File: src/rtl/mer_pkg.sv
// ----------------------------------------------------------------------------
// mer_pkg
// shared widths and constants of the manchester edge receiver
// ----------------------------------------------------------------------------
package mer_pkg;

  // half-bit timer width
  localparam int unsigned TimerWidth = 16;
  // received word width and bit counter width
  localparam int unsigned ByteWidth  = 8;
  localparam int unsigned CountWidth = $clog2(ByteWidth);
  // timeout after reset
  localparam logic [TimerWidth-1:0] TimeoutReset = TimerWidth'(1000);

  typedef logic [TimerWidth-1:0] timer_t;
  typedef logic [ByteWidth-1:0]  byte_t;
  typedef logic [CountWidth-1:0] bit_cnt_t;

endpackage

File: src/rtl/mer_if.sv
// ----------------------------------------------------------------------------
// mer_if
// handshake channels of the manchester edge receiver
// ----------------------------------------------------------------------------

// line sample channel
interface mer_in_if;
  logic valid;
  logic ready;
  logic line_level;
  logic line_idle;
  modport source (output valid, output line_level, output line_idle, input ready);
  modport sink (input valid, input line_level, input line_idle, output ready);
endinterface

// received word channel
interface mer_out_if;
  logic           valid;
  logic           ready;
  mer_pkg::byte_t data_byte;
  modport source (output valid, output data_byte, input ready);
  modport sink (input valid, input data_byte, output ready);
endinterface

// timeout register write channel
interface mer_cfg_if;
  logic            valid;
  logic            ready;
  mer_pkg::timer_t half_bit_timeout;
  modport source (output valid, output half_bit_timeout, input ready);
  modport sink (input valid, input half_bit_timeout, output ready);
endinterface

File: src/rtl/manchester_edge_receiver.sv
// ----------------------------------------------------------------------------
// manchester_edge_receiver
// edge driven manchester decoder with a half-bit re-arm timer
// ----------------------------------------------------------------------------
//  channel | dir | handshake     | payload
//  in_i    | in  | valid / ready | line_level, line_idle
//  out_o   | out | valid / ready | data_byte
//  cfg_i   | in  | valid / ready | half_bit_timeout
//
//  one line sample is taken every cycle while in_i.ready is high; a word is
//  registered into the first free entry of a two-entry output register pair.
//  in_i.ready drops only while both output entries hold words, so a sample
//  stalls only behind a stalled output; cfg_i.ready is always high.
//  reset clears the decoder to armed, timer running, timeout 1000.
// ----------------------------------------------------------------------------
module manchester_edge_receiver (
  input  logic        clk_i,
  input  logic        rst_ni,
  mer_in_if.sink      in_i,
  mer_out_if.source   out_o,
  mer_cfg_if.sink     cfg_i
);

  // decoder state
  mer_pkg::timer_t   timeout_q;
  logic              prev_level_q;
  logic              sample_next_q, sample_next_d;
  mer_pkg::bit_cnt_t bit_count_q, bit_count_d;
  mer_pkg::byte_t    shift_byte_q, shift_byte_d;
  mer_pkg::timer_t   timer_q, timer_d;
  logic              running_q, running_d;

  // output entries
  logic              main_v_q, main_v_d;
  mer_pkg::byte_t    main_q, main_d;
  logic              skid_v_q, skid_v_d;
  mer_pkg::byte_t    skid_q, skid_d;

  logic              accept;
  logic              edge_seen;
  logic              restarted;
  logic              emit;
  logic              pop;
  mer_pkg::timer_t   timer_inc;
  logic              mv;

  assign in_i.ready  = !skid_v_q;
  assign cfg_i.ready = 1'b1;
  assign accept      = in_i.valid && in_i.ready;
  assign edge_seen   = in_i.line_level != prev_level_q;

  // timeout register
  always_ff @(posedge clk_i or negedge rst_ni) begin
    if (!rst_ni) begin
      timeout_q <= mer_pkg::TimeoutReset;
    end else if (cfg_i.valid) begin
      timeout_q <= cfg_i.half_bit_timeout;
    end
  end

  // idle, edge and timer handling for one sample
  always_comb begin
    sample_next_d = sample_next_q;
    bit_count_d   = bit_count_q;
    shift_byte_d  = shift_byte_q;
    timer_d       = timer_q;
    running_d     = running_q;
    restarted     = 1'b0;
    emit          = 1'b0;
    timer_inc     = timer_q + mer_pkg::timer_t'(1);
    if (in_i.line_idle) begin
      bit_count_d   = '0;
      shift_byte_d  = '0;
      sample_next_d = 1'b1;
    end else if (edge_seen) begin
      if (sample_next_q) begin
        timer_d       = '0;
        running_d     = 1'b1;
        restarted     = 1'b1;
        sample_next_d = 1'b0;
        shift_byte_d[~bit_count_q] = in_i.line_level;
        bit_count_d   = bit_count_q + mer_pkg::bit_cnt_t'(1);
        emit          = &bit_count_q;
      end else begin
        sample_next_d = 1'b1;
        running_d     = 1'b0;
      end
    end
    if (running_d && !restarted) begin
      timer_d = timer_inc;
      if (timer_inc == timeout_q) begin
        sample_next_d = 1'b1;
        running_d     = 1'b0;
      end
    end
  end

  // decoder state registers
  always_ff @(posedge clk_i or negedge rst_ni) begin
    if (!rst_ni) begin
      prev_level_q  <= 1'b0;
      sample_next_q <= 1'b1;
      bit_count_q   <= '0;
      shift_byte_q  <= '0;
      timer_q       <= '0;
      running_q     <= 1'b1;
    end else if (accept) begin
      prev_level_q  <= in_i.line_level;
      sample_next_q <= sample_next_d;
      bit_count_q   <= bit_count_d;
      shift_byte_q  <= shift_byte_d;
      timer_q       <= timer_d;
      running_q     <= running_d;
    end
  end

  // output entry pair: pop first, then push into the first free entry
  assign pop = main_v_q && out_o.ready;
  always_comb begin
    mv       = pop ? skid_v_q : main_v_q;
    main_d   = pop ? skid_q : main_q;
    skid_v_d = pop ? 1'b0 : skid_v_q;
    skid_d   = skid_q;
    main_v_d = mv;
    if (accept && emit) begin
      if (!mv) begin
        main_d   = shift_byte_d;
        main_v_d = 1'b1;
      end else begin
        skid_d   = shift_byte_d;
        skid_v_d = 1'b1;
      end
    end
  end

  always_ff @(posedge clk_i or negedge rst_ni) begin
    if (!rst_ni) begin
      main_v_q <= 1'b0;
      skid_v_q <= 1'b0;
    end else begin
      main_v_q <= main_v_d;
      skid_v_q <= skid_v_d;
    end
  end

  always_ff @(posedge clk_i) begin
    main_q <= main_d;
    skid_q <= skid_d;
  end

  assign out_o.valid     = main_v_q;
  assign out_o.data_byte = main_q;

endmodule

File: src/flat_wrapper.sv
// flat-port wrapper written by rule: the top's interface ports become plain ports
module manchester_edge_receiver_flat 
  (clk_i, rst_ni, in_i_valid, in_i_line_level, in_i_line_idle, in_i_ready, out_o_valid, out_o_data_byte, out_o_ready, cfg_i_valid, cfg_i_half_bit_timeout, cfg_i_ready);
  mer_in_if in_i_i ();
  mer_out_if out_o_i ();
  mer_cfg_if cfg_i_i ();
  input  logic clk_i;
  input  logic rst_ni;
  input wire logic [$bits(in_i_i.valid)-1:0] in_i_valid;
  input wire logic [$bits(in_i_i.line_level)-1:0] in_i_line_level;
  input wire logic [$bits(in_i_i.line_idle)-1:0] in_i_line_idle;
  output wire logic [$bits(in_i_i.ready)-1:0] in_i_ready;
  output wire logic [$bits(out_o_i.valid)-1:0] out_o_valid;
  output wire logic [$bits(out_o_i.data_byte)-1:0] out_o_data_byte;
  input wire logic [$bits(out_o_i.ready)-1:0] out_o_ready;
  input wire logic [$bits(cfg_i_i.valid)-1:0] cfg_i_valid;
  input wire logic [$bits(cfg_i_i.half_bit_timeout)-1:0] cfg_i_half_bit_timeout;
  output wire logic [$bits(cfg_i_i.ready)-1:0] cfg_i_ready;
  assign in_i_i.valid = in_i_valid;
  assign in_i_i.line_level = in_i_line_level;
  assign in_i_i.line_idle = in_i_line_idle;
  assign in_i_ready = in_i_i.ready;
  assign out_o_valid = out_o_i.valid;
  assign out_o_data_byte = out_o_i.data_byte;
  assign out_o_i.ready = out_o_ready;
  assign cfg_i_i.valid = cfg_i_valid;
  assign cfg_i_i.half_bit_timeout = cfg_i_half_bit_timeout;
  assign cfg_i_ready = cfg_i_i.ready;
  manchester_edge_receiver u_core (.clk_i(clk_i), .rst_ni(rst_ni), .in_i(in_i_i), .out_o(out_o_i), .cfg_i(cfg_i_i));
endmodule
File: config.mk
export PLATFORM = sky130hd
export DESIGN_NAME = manchester_edge_receiver_flat
export DESIGN_NICKNAME = d
export VERILOG_FILES = /design/src/rtl/mer_pkg.sv /design/src/rtl/mer_if.sv /design/src/rtl/manchester_edge_receiver.sv /design/src/flat_wrapper.sv
export SDC_FILE = /design/constraint.sdc
export NUM_CORES = 1
export LEC_CHECK = 0
export ABC_AREA = 1
export BUFFER_PORTS_ARGS = -buffer_cell sky130_fd_sc_hd__buf_2
export CAP_MARGIN = 0
export CORE_ASPECT_RATIO = 1.2
export CORE_UTILIZATION = 45
export DETAILED_ROUTE_END_ITERATION = 8
export HOLD_SLACK_MARGIN = 0.03
export PLACE_DENSITY = 0.74
export SLEW_MARGIN = 0
export SYNTH_ARGS = -nofsm -noshare
export SYNTH_HDL_FRONTEND = slang
export SYNTH_SLANG_ARGS = --single-unit
File: constraint.sdc
create_clock -name clk_i -period 2.29 [get_ports clk_i]
set_input_delay 0.458 -clock clk_i [delete_from_list [all_inputs] [get_ports clk_i]]
set_output_delay 0.458 -clock clk_i [all_outputs]
set_load 0.01 [all_outputs]
; ---- Word level (Yosys, flattened, before mapping)
; Cells that the tools add are included.
[totals]
register_bits = 64
[classes]
reduce_logical = 15
eq_ne = 3
n_bitwise = 1
order_cmp = 2
n_mux = 36
addsub = 2
[op_table]
columns = op, count
row1 = two-way mux 16 bit, 4
row2 = two-way mux 8 bit, 6
row3 = two-way mux 1 bit, 21
row4 = adder 16 x 1 -> 16 bit (second input constant), 1
row5 = equality test 16 bit, 1
row6 = two-way mux 3 bit, 3
row7 = bitwise mux 8 bit, 1
row8 = nonzero test 2 bit, 4
row9 = AND reduction 3 bit, 2
row10 = logical AND 1 bit, 5
row11 = < comparator 3 x 4 -> 1 bit (second input constant), 1
row12 = AND reduction 4 bit, 1
row13 = adder 3 x 1 -> 3 bit (second input constant), 1
row14 = demux 1 bit (select 3 bit), 1
row15 = >= comparator 3 x 1 -> 1 bit (second input constant), 1
row16 = inverter 3 bit, 1
row17 = logical NOT 1 bit, 2
row18 = inequality test 2 x 1 -> 1 bit (second input constant), 1
row19 = AND reduction 2 bit, 1
row20 = inequality test 1 bit, 1

; ---- Depth between registers and ports, before layout
[depth]
depth_word = 11
mapped_depth = 14
depth_no_buf = 14

; ---- Worst setup path before layout
; Ideal clock, no wire load.
[synth_timing]
path_type = input port to flip-flop
from = in in_i_line_level
to = reg u_core.skid_q[0] (enable)
stages = 8
n_path_buf = 1
setup_slack_ps = 366
arrival_ps = 1554
cell_sequence = buf_6 -> nand2_2 -> nand2_4 -> inv_6 -> nand2_8 -> nor3_4 -> nand2_4 -> nor2_1
[synth_between]
elab_chain_cells = 5
[synth_rtl]
columns = item, line_no
row1 = "start, declared", flat_wrapper.sv:10  ; input wire logic [$bits(in_i_i.line_level)-1:0] in_i_line_level;
row2 = inequality test 1 bit, manchester_edge_receiver.sv:50  ; assign edge_seen = in_i.line_level != prev_level_q;
row3 = two-way mux 1 bit, manchester_edge_receiver.sv:75  ; end else if (edge_seen) begin
row4 = two-way mux 1 bit, manchester_edge_receiver.sv:71  ; if (in_i.line_idle) begin
row5 = logical AND 1 bit, manchester_edge_receiver.sv:125  ; if (accept && emit) begin
row6 = AND reduction 2 bit (no source line), --
row7 = "end signal, assigned", manchester_edge_receiver.sv:148  ; skid_q <= skid_d;
row8 = "end, declared", manchester_edge_receiver.sv:37  ; mer_pkg::byte_t skid_q, skid_d;
; No other way between the ends.
; A chain may end at the register's enable or synchronous reset.

; ---- Final worst setup path
[layout_timing]
from = reg u_core.timer_q[0]
to = reg u_core.sample_next_q
[layout_between]
elab_chain_cells = 4
[layout_rtl]
columns = item, line_no
row1 = "start, declared", manchester_edge_receiver.sv:30  ; mer_pkg::timer_t timer_q, timer_d;
row2 = "start signal, assigned", manchester_edge_receiver.sv:112  ; timer_q <= timer_d;
row3 = adder 16 x 1 -> 16 bit, manchester_edge_receiver.sv:70  ; timer_inc = timer_q + mer_pkg::timer_t'(1);
row4 = equality test 16 bit, manchester_edge_receiver.sv:91  ; if (timer_inc == timeout_q) begin
row5 = two-way mux 1 bit, manchester_edge_receiver.sv:91
row6 = two-way mux 1 bit, manchester_edge_receiver.sv:89  ; if (running_d && !restarted) begin
row7 = "end signal, assigned", manchester_edge_receiver.sv:109  ; sample_next_q <= sample_next_d;
row8 = "end, declared", manchester_edge_receiver.sv:27  ; logic sample_next_q, sample_next_d;
; No other way between the ends.

==> summary.txt <==
Outcome
  • Result of the run: finished, final reports clean

Timing
  • Sum of negative setup slack: 0 ns
  • Final Cycle Share: 0.8267
  • Worst clock skew on the final layout: 0.006569 ns
  • Max-slew headroom: 0.6040
  • Max-slew violations: 0
  • Shortest clock period the worst path allows after layout: 1.893 ns
  • Final setup fails: 0
  • Slew @ Worst Pin: 0.5940 ns
  • Setup repair after global routing missed its margin: false
  • Peak clock frequency supported by timing: 528.2 MHz
  • Fin. Hold Viols: 0

Clocking
  • Skew-Pair Late Insertion Delay: 0.34 ns
  • Register clock-pin slew on the reported worst setup and hold paths: 0.07 ns
  • TritonCTS clock tree: yes
  • Post-CTS resize count: 0
  • Hold buffers post-CTS: 0
  • Buffers from clock root to sink, at most: 2
  • Inserted Clock Buffers: 9
  • H-tree depth: 3
  • Post-CTS Setup Inserts: 0
  • Clock net sink count: 64
  • Root buffer cell: clkbuf_8

Setup path
  • Setup crit start kind: flop
  • Delay of the slowest critical-path stage: 0.44 ns
  • Crit-path leading delay family: simple AND/OR/NAND/NOR gates
  • Data arrival, critical path: 2.16 ns
  • CP most frequent cell: nand3_1
  • Max stage delay cell, worst path: dfrtp_1
  • Buffers and inverters on the worst path: 0
  • Register-to-register setup slack: 0.40 ns
  • Path type of the worst setup path: reg2reg
  • Data required time of the worst path: 2.56 ns
  • Highest net fanout along the worst path: 6
  • Capturing element type of the critical path: flop
  • R2R Path End: u_core.sample_next_q
  • Source of the worst register-to-register timing path: u_core.timer_q[0]
  • Worst Reg2Reg Path Length in Cells: 11
  • CP Cell Sequence: ha_1, nand3_1, nor2_1, nand3_1, nand2_1, nand3_1, nand2_1, nand2_1, nor2_1, nand3_1, a21oi_1

Cells and area
  • Antenna diode instance count: 0
  • Most common cell after layout, fill and taps aside: nand2_1
  • Layout cell share with drive strength beyond 1: 0.1759
  • Top library cells by usage in the layout, fill and taps aside: nand2_1, inv_1, dfrtp_1, nor2_1, nand3_1
  • Net count reported at finish: around 510
  • Design Area, Final: 3945 µm²
  • Util after Layout: 0.5330
  • Layout Area Growth over Synthesis: 12.89%
  • Number of inserted filler cells in the final layout: between 700 and 800

Power
  • Post-layout power: 2.274 mW
  • IR Drop Worst-Case VDD: around 0.33 mV
  • Leakage power: 2.050 nW
  • PwrDens: 576.4 nW/µm²

Synthesis
  • Top cell type by total area after synthesis: dfrtp_1
  • Mux cell area share after synthesis: 0.009667
  • Number of distinct library cells after synthesis: 40
  • Simple logic cell fraction of the synthesized area: 0.3133
  • Number of synthesized register bits: 64
  • Complex-gate fraction of the synthesized area: 0.1121
  • Post-synthesis sequential area ratio: 0.4612
  • Post-Syn Area: around 3500 µm²
  • XOR/XNOR Fraction of Synth Area: 0.01396
  • Mean post-synth cell area: between 7 and 8 µm²
  • Area share of the leading cell type in the synthesized netlist: 0.2864
  • Dominant combinational cell family by area after synthesis: simple AND/OR/NAND/NOR gates
  • Number of warnings printed during yosys synthesis: 0
  • Top cells by area, synth: dfrtp_1, nand2_1, edfxtp_1
  • Net Count, Synth: around 470
  • Cells after Synth: 446
  • Adder-Cell Fraction of Synth Area: 0.01432

Global routing
  • Via count of the first global-routing pass: 2936
  • Largest net degree at the start of global routing: 49
  • Global-route wire length before repair: 12650 µm
  • Total global-route track usage: 0.2007
  • Congestion Overflow GR: 0
  • Initial antenna violation count: 0

Detailed routing
  • Total wirelength of the detailed-routed design: 7097 µm
  • DR vias: 2999
  • Remaining antenna violation count: 0
  • Detailed Routing Iterations Pass 1: 5
  • Violation count after the first detailed-routing iteration: 219
  • Detail-routed net length per standard cell: around 12 µm
  • Number of DRC violations after detailed routing: 0
  • Via density per instance: roughly 5.2

Floorplan
  • Total Die Area: 8124 µm²
  • I/O pin count: 34
  • Die outline width: 82.45 µm
  • Total number of placement rows: 34
  • Initial core utilization: 0.4721
  • Die extent in y: about 99 µm
  • Area of the core: 7402 µm²

Place
  • Gp weighted congestion: between 0.8 and 0.9
  • Port Buf Inserts: 32
  • Placed standard-cell area: around 3700 µm²
  • Half-perimeter wire length after detailed placement: between 5000 and 6000 µm

Hold path
  • Path type of the worst min-delay path: in2async

Flow run
  • Maximum capacitance violations: 0
==> registers in the layout, summed over array words and instances (netlist names) <==
register,cells
u_core.out_o.data_byte,8
u_core.skid_v_q,1
u_core.bit_count_q,3
u_core.timer_q,16
u_core.out_o.valid,1
u_core.prev_level_q,1
u_core.shift_byte_q,8
u_core.skid_q,8
u_core.running_q,1
u_core.sample_next_q,1
u_core.timeout_q,16
==> per-stage QoR <==
stage          worst slack [ns]  hold slack, ns  std cells
3_5_place_dp             0.2741          0.4740        563
6_report                 0.3968          0.2064        579
2_1_floorplan            0.3662          0.1624        446
3_3_place_gp             0.3101          0.4625        563
5_1_grt                 0.06601          0.2621        579
4_1_cts                  0.3705          0.2163        579
==> final cells by class <==
class | instances | area (µm²) | share of cell area
repair buffers | 37 | 197.7 | 0.05011
well taps | 90 | 112.6 | 0.02854
inverters | 52 | 205.2 | 0.05201
flip-flops and latches | 64 | 1612 | 0.4085
clock buffers | 9 | 123.9 | 0.03140
multi-input cells | 320 | 1623 | 0.4114
clock inverters | 7 | 71.32 | 0.01808
==> per-layer routing <==
layer | wire (µm) | up-vias | GRT usage
li1 | - | 1540 | -
met1 | 3237 | 1373 | 0.2548
met2 | 3480 | 79 | 0.3268
met3 | 322 | 7 | 0.04444
met4 | 57 | 0 | 0.07962
met5 | 0 | - | 0
==> synth_stat cells <==
cell and n:
dfxtp_1 8, nand2_4 3, dfrtp_1 40, xnor2_1 1, nor2_2 2, buf_2 2, inv_1 49, o21ai_0 26
nand4_1 8, buf_6 1, a21oi_1 17, o22ai_1 14, inv_4 2, nor3_4 1, nand3b_1 1, a21boi_0 1
o21ai_1 7, nor2_8 1, xor2_1 2, dfstp_2 8, o211ai_1 4, nand2_2 4, ha_1 4, clkbuf_1 5
edfxtp_1 8, or2_2 4, nor4_1 2, or3_1 8, nor2_4 2, nand2_1 129, nand3_1 35, mux2_2 3
conb_1 1, a21oi_4 1, nand2_8 1, buf_4 2, nor3_1 1, xnor3_1 1, inv_6 1, nor2_1 36
==> how the worst max path moves through the flow <==
stage                      startpoint  slack [ns]  cells past startpoint                    to
finish              u_core.timer_q[0]        0.40                     11  u_core.sample_next_q
global placement      in_i_line_level        0.31                     11  u_core.sample_next_q
CTS                 u_core.timer_q[0]        0.37                     11  u_core.sample_next_q
global route        u_core.timer_q[0]        0.07                     11  u_core.sample_next_q
detailed placement    in_i_line_level        0.27                     11  u_core.sample_next_q
floorplan             in_i_line_level        0.37                      8      u_core.skid_q[0]
==> power by group <==
group	internal, mW	switching, mW	total, mW
clock network	0.502	0.457	0.959
logic	0.0491	0.0738	0.123
registers	1.18	0.0141	1.19
==> kinds of logic (layout without fill, tap and decap cells) <==
group	after synthesis	count (layout)
AO/OA/AOI/OAI	70	70
XOR/XNOR	4	4
adder cells (fa/ha/maj)	4	4
buffers and inverters	62	105
flip-flops	64	64
multiplexers	3	3
other	1	1
AND/OR/NAND/NOR	238	238
==> worst register-to-register path, cell delays in order, from the launching register on <==
cell and delay, ns:
dfrtp_1 0.44, ha_1 0.22, nand3_1 0.11, nor2_1 0.25, nand3_1 0.16, nand2_1 0.11, nand3_1 0.07, nand2_1 0.06
nand2_1 0.05, nor2_1 0.11, nand3_1 0.10, a21oi_1 0.14
No activity file was read; power rests on OpenSTA's default activity.
